$ cat src/rtl/mbe_pkg.sv
`default_nettype none

package mbe_pkg;

  localparam int Q_FRAC = 28;
  localparam int X_PIXELS_DEFAULT = 800;
  localparam int Y_PIXELS_DEFAULT = 600;
  localparam int QUEUE_DEPTH = 2;

  localparam int CFG_INDEX_W = 3;
  localparam int CFG_DATA_W = 32;

  localparam logic [CFG_INDEX_W-1:0] REG_ORIGIN_REAL = 3'd0;
  localparam logic [CFG_INDEX_W-1:0] REG_ORIGIN_IMAG = 3'd1;
  localparam logic [CFG_INDEX_W-1:0] REG_STEP_REAL = 3'd2;
  localparam logic [CFG_INDEX_W-1:0] REG_STEP_IMAG = 3'd3;
  localparam logic [CFG_INDEX_W-1:0] REG_MAX_ITERATIONS = 3'd4;

  localparam logic signed [31:0] ORIGIN_REAL_RESET = -32'sd536870912;
  localparam logic signed [31:0] ORIGIN_IMAG_RESET = -32'sd268435456;
  localparam logic [30:0] STEP_REAL_RESET = 31'd1006633;
  localparam logic [30:0] STEP_IMAG_RESET = 31'd894785;
  localparam logic [15:0] MAX_ITERATIONS_RESET = 16'd100;

  // |z|^2 >= 4 in Q8.56.
  localparam logic [63:0] ESCAPE_LIMIT = 64'h0400_0000_0000_0000;

  typedef struct packed {
    logic signed [31:0] cr;
    logic signed [31:0] ci;
  } coord_t;

  function automatic logic signed [31:0] sat32(input logic signed [47:0] v);
    logic signed [31:0] r;
    if (v[47:31] == {17{v[47]}}) begin
      r = v[31:0];
    end else if (v[47]) begin
      r = 32'sh8000_0000;
    end else begin
      r = 32'sh7fff_ffff;
    end
    return r;
  endfunction

endpackage

`default_nettype wire

$ cat src/rtl/mbe_front.sv
`default_nettype none

module mbe_front
  import mbe_pkg::*;
#(
  parameter int X_PIXELS = X_PIXELS_DEFAULT,
  parameter int Y_PIXELS = Y_PIXELS_DEFAULT
) (
  input  wire logic               clk,
  input  wire logic               rst,
  input  wire logic               accept,
  input  wire logic        [9:0]  pixel_x,
  input  wire logic        [9:0]  pixel_y,
  input  wire logic signed [31:0] origin_real,
  input  wire logic signed [31:0] origin_imag,
  input  wire logic        [30:0] step_real,
  input  wire logic        [30:0] step_imag,
  output logic                    active,
  output logic                    push,
  output coord_t                  coord
);

  localparam logic [31:0] X_LAST = 32'(X_PIXELS - 1);
  localparam logic [31:0] Y_LAST = 32'(Y_PIXELS - 1);

  logic        v0;
  logic        v1;
  logic [9:0]  px;
  logic [9:0]  py;
  logic [40:0] prod_x;
  logic [40:0] prod_y;
  logic [9:0]  px_next;
  logic [9:0]  py_next;

  // Columns and rows past the view edge are pinned to the last one.
  assign px_next = ({22'd0, pixel_x} > X_LAST) ? X_LAST[9:0] : pixel_x;
  assign py_next = ({22'd0, pixel_y} > Y_LAST) ? Y_LAST[9:0] : pixel_y;

  assign active = v0 | v1;
  assign push = v1;
  assign coord.cr = sat32({{16{origin_real[31]}}, origin_real} + {7'd0, prod_x});
  assign coord.ci = sat32({{16{origin_imag[31]}}, origin_imag} + {7'd0, prod_y});

  always_ff @(posedge clk) begin
    if (accept) begin
      px <= px_next;
      py <= py_next;
    end
    if (v0) begin
      prod_x <= {31'd0, px} * {10'd0, step_real};
      prod_y <= {31'd0, py} * {10'd0, step_imag};
    end
  end

  always_ff @(posedge clk) begin
    if (rst) begin
      v0 <= 1'b0;
      v1 <= 1'b0;
    end else begin
      v0 <= accept;
      v1 <= v0;
    end
  end

endmodule

`default_nettype wire

$ cat config.mk
export PLATFORM = sky130hd
export DESIGN_NAME = mbe_front
export DESIGN_NICKNAME = d
export VERILOG_FILES = /design/src/rtl/mbe_pkg.sv /design/src/rtl/mbe_front.sv
export SDC_FILE = /design/constraint.sdc
export NUM_CORES = 2
export LEC_CHECK = 0
export BUFFER_PORTS_ARGS = -buffer_cell sky130_fd_sc_hd__buf_4
export CAP_MARGIN = 20
export CORE_MARGIN = 4
export CORE_UTILIZATION = 64
export DETAILED_ROUTE_END_ITERATION = 8
export HOLD_SLACK_MARGIN = 0.1
export PLACE_DENSITY = 0.84
export RECOVER_POWER = 50
export REMOVE_ABC_BUFFERS = 1
export SETUP_SLACK_MARGIN = 0.1
export SLEW_MARGIN = 15
export SYNTH_ARGS = -nofsm -noshare
export SYNTH_HDL_FRONTEND = slang
export SYNTH_SLANG_ARGS = --single-unit
$ cat constraint.sdc
create_clock -name clk -period 7.45 [get_ports clk]
set_clock_uncertainty 0.1 [all_clocks]
set_input_delay 0.3725 -clock clk [delete_from_list [all_inputs] [get_ports clk]]
set_output_delay 0.3725 -clock clk [all_outputs]
set_load 0.05 [all_outputs]
==> reports/metrics.cfg <==
[cts]
cts.sinks=104
clockBufferDepth=2
cts_inserted_buffers=9
cts_tree=done
clk_pin_slew_ps=90
clock_latency_ps=400
cts_root_buffer=clkbuf_16
htreeDepth=3

[sta]
holdWs_ps=130
worst_pin_slew_ps=2860
min_period_over_period_pct=94.4
worst_slack_ps=416
final_max_slew_viol_count=119
slew-limit-headroom_pct=-90.6
fmax_mhz=142
setup_tns_ps=0
setup_viol=0
rsz0062_at_grt=yes
hold_viol_final=0
min_period_ps=7030

[logic_synthesis]
synth_ff_type=edfxtp_1
syn-instance-count=3132
ys_seq_elements=104
synth_top_area_share_pct=33.1
synth-async-reset-ratio_pct=0
synthesis.area_um2=27900
synthDistinctLibCells=85
synth_edf_count=102
yosysMostFrequentCell=fa_1
yosys_warnings=0
netlist_top_cells_count=fa_1, inv_1, nand2_1
yosysTopAreaCell=fa_1
syn_area_per_cell_um2=8.91
synthTopCellsByArea=fa_1, edfxtp_1, ha_1
yosysSeqAreaShare_pct=11.1

[routing]
vias=23322
antenna_left=0
drtPass1Iterations=6
drtIter0Drc=2497
wl_um=78700
drc=0
vias_per_cell=6.07
wl_per_cell_um=20.5

[placement]
place_congestion=0.977
dp_hpwl_um=62600
dp_slack_ps=163
portBuffers=214

[status]
status=finished with violations
violations=max-capacitance violations, max-slew violations

[critical_path]
crit_path_end_kind=register
cp_max_fo=13
required_ps=7490
path_cells=buf_4 -> and2_1 -> fa_1 -> fa_1 -> inv_1 -> fa_1 -> inv_1 -> fa_1 -> inv_1 -> fa_1 -> inv_1 -> ha_1 -> o21ai_0 -> a21boi_1 -> o221a_2 -> o21ai_1 -> a21o_1 -> a22oi_2 -> a211oi_1 -> or3_1 -> o211ai_1 -> or3b_2
cp_data_arrival_time_ps=7070
slowest_delay_ps=640
crit_type=reg -> reg
crit_slowest_cell=edfxtp_1
critPathLaunchType=register
crit_top_cell=fa_1

[final_layout]
area_growth_syn_to_layout_pct=8.83
num-nets-final=4098
drive_gt1_share_pct=9.55
num-fill-cells=3296

[die]
dieHeight_um=217
dieWidth_um=217
placementRows=76
start_util_pct=64.8
io_pins=215
core_area_um2=43100
die_area_um2=47000

[grt]
antenna_found_initial=2
grt_pass1_vias=24317
overflow=0
grt_pass1_wl_um=127000
grtUsageTotal_pct=33.5
grt_start_max_net_pins=53

[job]
cap_violations=3

[min_path]
hp-class=in -> reg

## what timing repair did
item	4_1_cts	5_1_grt
setup buffers	0	22
gates resized for setup	0	4
setup endpoints to repair	0	7
hold endpoints to repair	5	0
hold buffers	4	0
## worst paths after layout
path	start	endpoint	slack (ps)	cells after the start
min reg2reg	py[1]	prod_y[1]	1040	3
max	px[4]	prod_x[40]	420	22
max reg2reg	px[4]	prod_x[40]	420	22
min	pixel_y[0]	py[0]	130	2
## worst max-delay path: cells and delay by family (launching register included)
kind | cells | cell delay, ps
AOI/OAI and AO/OA | 8 | 1740
adders and majority gates | 6 | 2710
buffers and inverters | 5 | 520
DFF | 1 | 640
and+or+nand+nor | 3 | 1070
## cell families after synthesis
group | synth area share (%)
compound gates | 13.3
xor+xnor | 4.58
fa+ha+maj | 43.7
buf+inv | 8.54
flops | 11.1
simple gates | 18.6
mux | 0.112
## metal layers
layer	vias up	part of all wire (%)	global-route usage, %
met5	-	0.020	0
li1	10408	-	-
met1	11446	42	47.9
met2	1291	46	53.2
met4	2	2.7	8.56
met3	175	10	6.83
## cells in the final DEF, fill, tap and decap left out, types with 5 or more instances in the layout
| master | Yosys | layout |
|---|---|---|
| nor3_1 | 26 | 26 |
| ha_1 | 236 | 236 |
| inv_1 | 460 | 460 |
| nor2_1 | 83 | 83 |
| nand4_1 | 24 | 24 |
| or3_1 | 12 | 12 |
| o21ai_0 | 81 | 81 |
| o21bai_1 | 25 | 25 |
| clkbuf_1 | 133 | 10 |
| a21boi_0 | 8 | 8 |
| edfxtp_1 | 102 | 102 |
| or2_2 | 5 | 5 |
| a21oi_1 | 135 | 135 |
| a211oi_1 | 18 | 18 |
| xnor2_1 | 90 | 90 |
| a21o_1 | 78 | 78 |
| and4_1 | 10 | 10 |
| o21ai_1 | 8 | 7 |
| a211o_1 | 5 | 5 |
| o31ai_1 | 29 | 29 |
| and2_0 | 1 | 8 |
| and3_1 | 18 | 18 |
| fa_1 | 462 | 462 |
| a41oi_1 | 6 | 5 |
| o21a_1 | 22 | 22 |
| nor4_1 | 10 | 10 |
| xor2_1 | 56 | 56 |
| a31oi_1 | 15 | 15 |
| buf_4 | 3 | 251 |
| nor2b_1 | 19 | 18 |
| o31ai_2 | 10 | 10 |
| nand2_1 | 377 | 377 |
| clkbuf_16 | 0 | 9 |
| and2_1 | 348 | 341 |
| o211ai_1 | 11 | 11 |
| nand2b_1 | 37 | 37 |
| a2111oi_0 | 5 | 5 |
| o22ai_1 | 30 | 30 |
| nand3_1 | 25 | 25 |
## state kept, by name, indices dropped and copies added, names as in the netlist
register  cells
prod_y       41
py           10
px           10
prod_x       41
push          1
v0            1
## stage by stage
step | cell area [um2] | utilization [%] | cells
after floorplan | 27200 | - | 2970
after global placement | 29800 | 69.2 | 3797
after detailed placement | 29800 | 69.2 | 3798
after CTS | 30200 | 70.1 | 3818
after global routing | 30400 | 70.5 | 3842
final | 30400 | 70.5 | 3842
## layout make-up
type	instances	area [um2]	share of cell area (%)
Multi-Input combinational cell	2405	22400	73.9
Clock inverter	7	92.6	0.305
Antenna cell	1	2.50	0.00824
Sequential cell	104	3100	10.2
Clock buffer	9	225	0.742
Timing Repair Buffer	270	2030	6.69
Inverter	461	1730	5.70
Tap cell	585	732	2.41
Power is not shown: default switching activity piles up to over one toggle a cycle in this logic, so the estimate is an artifact.
