===== config.mk =====
export PLATFORM = sky130hd
export DESIGN_NAME = mbe_fifo
export DESIGN_NICKNAME = d
export VERILOG_FILES = /design/src/rtl/mbe_pkg.sv /design/src/rtl/mbe_fifo.sv
export SDC_FILE = /design/constraint.sdc
export NUM_CORES = 1
export LEC_CHECK = 0
export BUFFER_PORTS_ARGS = -buffer_cell sky130_fd_sc_hd__buf_2
export CORE_MARGIN = 2
export CORE_UTILIZATION = 52
export CTS_CLUSTER_SIZE = 30
export DETAILED_ROUTE_END_ITERATION = 6
export GPL_TIMING_DRIVEN = 0
export PLACE_DENSITY_LB_ADDON = 0.1
export SLEW_MARGIN = 10
export SYNTH_ARGS = -nofsm -noshare
export SYNTH_HDL_FRONTEND = slang
export SYNTH_SLANG_ARGS = --single-unit

===== constraint.sdc =====
create_clock -name clk -period 5.35 [get_ports clk]
set_input_delay 1.07 -clock clk [delete_from_list [all_inputs] [get_ports clk]]
set_output_delay 1.07 -clock clk [all_outputs]
set_load 0.005 [all_outputs]

===== src/rtl/mbe_pkg.sv =====
`default_nettype none

package mbe_pkg;

  localparam int Q_FRAC = 28;
  localparam int X_PIXELS_DEFAULT = 800;
  localparam int Y_PIXELS_DEFAULT = 600;
  localparam int QUEUE_DEPTH = 2;

  localparam int CFG_INDEX_W = 3;
  localparam int CFG_DATA_W = 32;

  localparam logic [CFG_INDEX_W-1:0] REG_ORIGIN_REAL = 3'd0;
  localparam logic [CFG_INDEX_W-1:0] REG_ORIGIN_IMAG = 3'd1;
  localparam logic [CFG_INDEX_W-1:0] REG_STEP_REAL = 3'd2;
  localparam logic [CFG_INDEX_W-1:0] REG_STEP_IMAG = 3'd3;
  localparam logic [CFG_INDEX_W-1:0] REG_MAX_ITERATIONS = 3'd4;

  localparam logic signed [31:0] ORIGIN_REAL_RESET = -32'sd536870912;
  localparam logic signed [31:0] ORIGIN_IMAG_RESET = -32'sd268435456;
  localparam logic [30:0] STEP_REAL_RESET = 31'd1006633;
  localparam logic [30:0] STEP_IMAG_RESET = 31'd894785;
  localparam logic [15:0] MAX_ITERATIONS_RESET = 16'd100;

  // |z|^2 >= 4 in Q8.56.
  localparam logic [63:0] ESCAPE_LIMIT = 64'h0400_0000_0000_0000;

  typedef struct packed {
    logic signed [31:0] cr;
    logic signed [31:0] ci;
  } coord_t;

  function automatic logic signed [31:0] sat32(input logic signed [47:0] v);
    logic signed [31:0] r;
    if (v[47:31] == {17{v[47]}}) begin
      r = v[31:0];
    end else if (v[47]) begin
      r = 32'sh8000_0000;
    end else begin
      r = 32'sh7fff_ffff;
    end
    return r;
  endfunction

endpackage

`default_nettype wire


===== src/rtl/mbe_fifo.sv =====
`default_nettype none

module mbe_fifo
  import mbe_pkg::*;
#(
  parameter int WIDTH = 64,
  parameter int DEPTH = QUEUE_DEPTH
) (
  input  wire logic             clk,
  input  wire logic             rst,
  input  wire logic             push,
  input  wire logic [WIDTH-1:0] wr_data,
  input  wire logic             pop,
  output logic      [WIDTH-1:0] rd_data,
  output logic                  empty,
  output logic                  full
);

  localparam int PTR_W = (DEPTH > 1) ? $clog2(DEPTH) : 1;
  localparam int CNT_W = $clog2(DEPTH + 1);

  logic [WIDTH-1:0] mem [DEPTH];
  logic [PTR_W-1:0] wr_ptr;
  logic [PTR_W-1:0] rd_ptr;
  logic [CNT_W-1:0] count;

  assign empty = (count == '0);
  assign full = (count == CNT_W'(DEPTH));
  assign rd_data = mem[rd_ptr];

  always_ff @(posedge clk) begin
    if (push) begin
      mem[wr_ptr] <= wr_data;
    end
  end

  always_ff @(posedge clk) begin
    if (rst) begin
      wr_ptr <= '0;
      rd_ptr <= '0;
      count <= '0;
    end else begin
      if (push) begin
        wr_ptr <= (wr_ptr == PTR_W'(DEPTH - 1)) ? '0 : wr_ptr + 1'b1;
      end
      if (pop) begin
        rd_ptr <= (rd_ptr == PTR_W'(DEPTH - 1)) ? '0 : rd_ptr + 1'b1;
      end
      if (push && !pop) begin
        count <= count + 1'b1;
      end else if (pop && !push) begin
        count <= count - 1'b1;
      end
    end
  end

endmodule

`default_nettype wire


==> impl_metrics.env <==
export IMPL_status="complete, no violations"
export IMPL_chipWidth_um=100.5
export IMPL_setup_violations=0
export IMPL_reg_to_reg_end="mem[1][44]$_DFFE_PP_"
export IMPL_worstPathArrival_ns=1.68
export IMPL_cellPowerDensity_nw_per_um2=400.9
export IMPL_gate_count_after_technology_mapping=221
export IMPL_pin_count=134
export IMPL_synth_seq_area_share=0.8136
export IMPL_period_needed_ns=2.750
export IMPL_route_antenna_remaining_nets=0
export IMPL_grt_antenna_before_repair=0
export IMPL_synthesis_area_um2=4847
export IMPL_grt_util_all_layers=0.1668
export IMPL_ant_cells=0
export IMPL_post_cts_resized=0
export IMPL_detailedPlacementHpwl_mm=5.416
export IMPL_max_cap_violations=0
export IMPL_syn_to_final_growth_pct=29.32
export IMPL_routed_wirelength_mm=8.132
export IMPL_r2r_slack_ns=3.89
export IMPL_cts_hold_fix_buffers=0
export IMPL_timing_worst_setup_path_type="flop to output pin"
export IMPL_via_count_of_the_first_global_routing_pass=2504
export IMPL_synthesis_area_per_instance_um2=21.93
export IMPL_vdd_ir_drop_worst_mv=0.2695
export IMPL_cts_htree_levels=4
export IMPL_final_period_util=0.5140
export IMPL_min_delay_start="count[1]$_SDFFE_PP0P_"
export IMPL_avgRoutedWirePerCell_um=16.26
export IMPL_grt_overflow_total=0
export IMPL_vias=2509
export IMPL_clock_sink_count=133
export IMPL_gpl_wtd_cong=0.6923
export IMPL_post_cts_setup_buffer_count=0
export IMPL_drt_pass1_iter_count=4
export IMPL_rsz0062_at_grt="false"
export IMPL_design_final_nets=445
export IMPL_cts_max_path_buffers=2
export IMPL_finalSetupTns_ns=0
export IMPL_clock_skew_final_ns=0.007029
export IMPL_initial_core_util=0.5296
export IMPL_synth_nets=290
export IMPL_site_rows=35
export IMPL_ys_seq_elements=133
export IMPL_worstSetupStartpointType="flop"
export IMPL_ctsRootBufferMaster="sky130_fd_sc_hd__clkbuf_8"
export IMPL_worst_r2r_startpoint="wr_ptr$_SDFFE_PP0P_"
export IMPL_reg2reg_depth=2
export IMPL_overall_die_area_um2=10110
export IMPL_timing_final_max_slew_violations=0
export IMPL_hold_viol_final=0
export IMPL_category_of_the_worst_setup_path_capture_point="output pin"
export IMPL_hold_end="count[1]$_SDFFE_PP0P_"
export IMPL_place_port_buffers=133
export IMPL_finalHoldWorstSlack_ns=0.5138
export IMPL_layout_drive_gt1_share=0.6170
export IMPL_post_synth_num_cell_types=16
export IMPL_violation_count_after_the_first_detailed_route_iteration=100
export IMPL_numCtsBuffers=17
export IMPL_clkTransAtPathRegs_ns=0.06
export IMPL_via_per_inst=5.018
export IMPL_critical_path_required_ns=4.28
export IMPL_crit_path_max_fanout=10
export IMPL_hp_class="flop to flop"
export IMPL_floorplan_die_height_um=100.5
export IMPL_slew_limit_headroom=0.6296
export IMPL_holdPathStages=2
export IMPL_clock_tree_from_tritoncts="built"
export IMPL_grt_start_max_net_pins=41
export IMPL_register_area_um2=3944
export IMPL_remaining_drc_errors=0
export IMPL_clkLatencyLatePin_ns=0.50
export IMPL_multi_input_gate_area_um2=834.6
export IMPL_worst_pin_slew_ns=0.5544
export IMPL_grt_first_pass_wirelength_mm=12.43
export IMPL_synth_yosys_warnings=0
export IMPL_core_area_um2=9153
export IMPL_max_clock_freq_ghz=0.3637
export IMPL_cellLeakagePower_uw=0.002385
export IMPL_num_fill_cells=645
[layout make-up]
type / count / area share
tap: 111 / 0.02216
inverter: 1 / 0.0005988
sequential: 133 / 0.6291
multi-input combinational: 80 / 0.1331
buffer: 7 / 0.01198
timing repair buffer: 136 / 0.1158
clock inverter: 14 / 0.02056
clock buffer: 18 / 0.06667
[flip-flops by register name (all words and copies together), names as in the netlist, named ones only]
signal  flops
mem       128
count       2
rd_ptr      1
wr_ptr      1
[synthesized netlist by cell type]
cell                       number  area, um^2
sky130_fd_sc_hd__mux2_2        64       720.7
sky130_fd_sc_hd__nor2_1         5       18.77
sky130_fd_sc_hd__and2_1         1       6.260
sky130_fd_sc_hd__o21ai_0        1       5.000
sky130_fd_sc_hd__a21oi_1        1       5.000
sky130_fd_sc_hd__buf_4          1       7.510
sky130_fd_sc_hd__xnor2_1        2       17.52
sky130_fd_sc_hd__inv_1          1       3.750
sky130_fd_sc_hd__or3_1          1       6.260
sky130_fd_sc_hd__buf_6          6       67.56
sky130_fd_sc_hd__ha_1           1       12.51
sky130_fd_sc_hd__and2b_2        1       8.760
sky130_fd_sc_hd__xor2_1         2       17.52
sky130_fd_sc_hd__dfxtp_1        5       100.1
sky130_fd_sc_hd__edfxtp_1     128        3844
sky130_fd_sc_hd__nor2b_1        1       6.260
[worst max path at each step]
stage,from,end,slack [ns],depth (start not counted)
4_1_cts,flop,rd_data[33],2.56,4
2_1_floorplan,push,mem[0][0]$_DFFE_PP_,0.97,1
6_report,flop,rd_data[33],2.60,4
5_1_grt,flop,rd_data[37],2.50,4
3_5_place_dp,push,mem[0][19]$_DFFE_PP_,3.03,3
3_3_place_gp,push,mem[0][19]$_DFFE_PP_,-0.84,2
[metrics by stage]
stage	utilization	setup WS [ns]	total power (uW)	area [um^2]	std cells
final	0.6849	2.600	2513	6269	500
after global routing	0.6849	2.504	2605	6269	500
after CTS	0.6849	2.559	2541	6269	500
after detailed placement	0.6252	3.026	1495	5722	468
after global placement	0.6175	-0.8387	1486	5652	465
after floorplan	-	0.9716	1378	4847	221
[logic make-up after synthesis]
group                      share of synthesized area
and+or+nand+nor                             0.009554
muxes                                         0.1487
DFF                                           0.8136
buffers and inverters                        0.01626
AOI/OAI and AO/OA                           0.002063
xor gates and xnor gates                    0.007229
adders and majority gates                   0.002581
[per-layer routing]
metal  track usage  share of wire  vias up
li1              -              -     1187
met1        0.2005           0.40     1228
met2        0.2700           0.52       80
met3       0.05687          0.057       14
met4       0.08325          0.021        0
met5             0              0        -
[layout by cell type (no fill, tap or decap), types with 2 or more instances in the layout]
cell,count
sky130_fd_sc_hd__buf_2,133
sky130_fd_sc_hd__inv_6,3
sky130_fd_sc_hd__buf_6,6
sky130_fd_sc_hd__xor2_1,2
sky130_fd_sc_hd__clkinv_4,3
sky130_fd_sc_hd__mux2_2,64
sky130_fd_sc_hd__clkinvlp_4,5
sky130_fd_sc_hd__edfxtp_1,128
sky130_fd_sc_hd__buf_12,3
sky130_fd_sc_hd__xnor2_1,2
sky130_fd_sc_hd__clkbuf_16,16
sky130_fd_sc_hd__dfxtp_1,5
sky130_fd_sc_hd__nor2_1,5
[worst max-delay path, stage by stage, from the launching register on]
cell and delay [ns]:
sky130_fd_sc_hd__dfxtp_1 0.31, sky130_fd_sc_hd__buf_4 0.21, sky130_fd_sc_hd__buf_6 0.18, sky130_fd_sc_hd__mux2_2 0.34
sky130_fd_sc_hd__buf_2 0.14
[where the power goes]
part	switching (uW)	leakage (uW)	internal (uW)	total, uW
clock network	426	0.000252	619	1050
registers	15.3	0.00124	1210	1230
logic	111	0.000891	128	239
(Power assumes the default switching activity.)
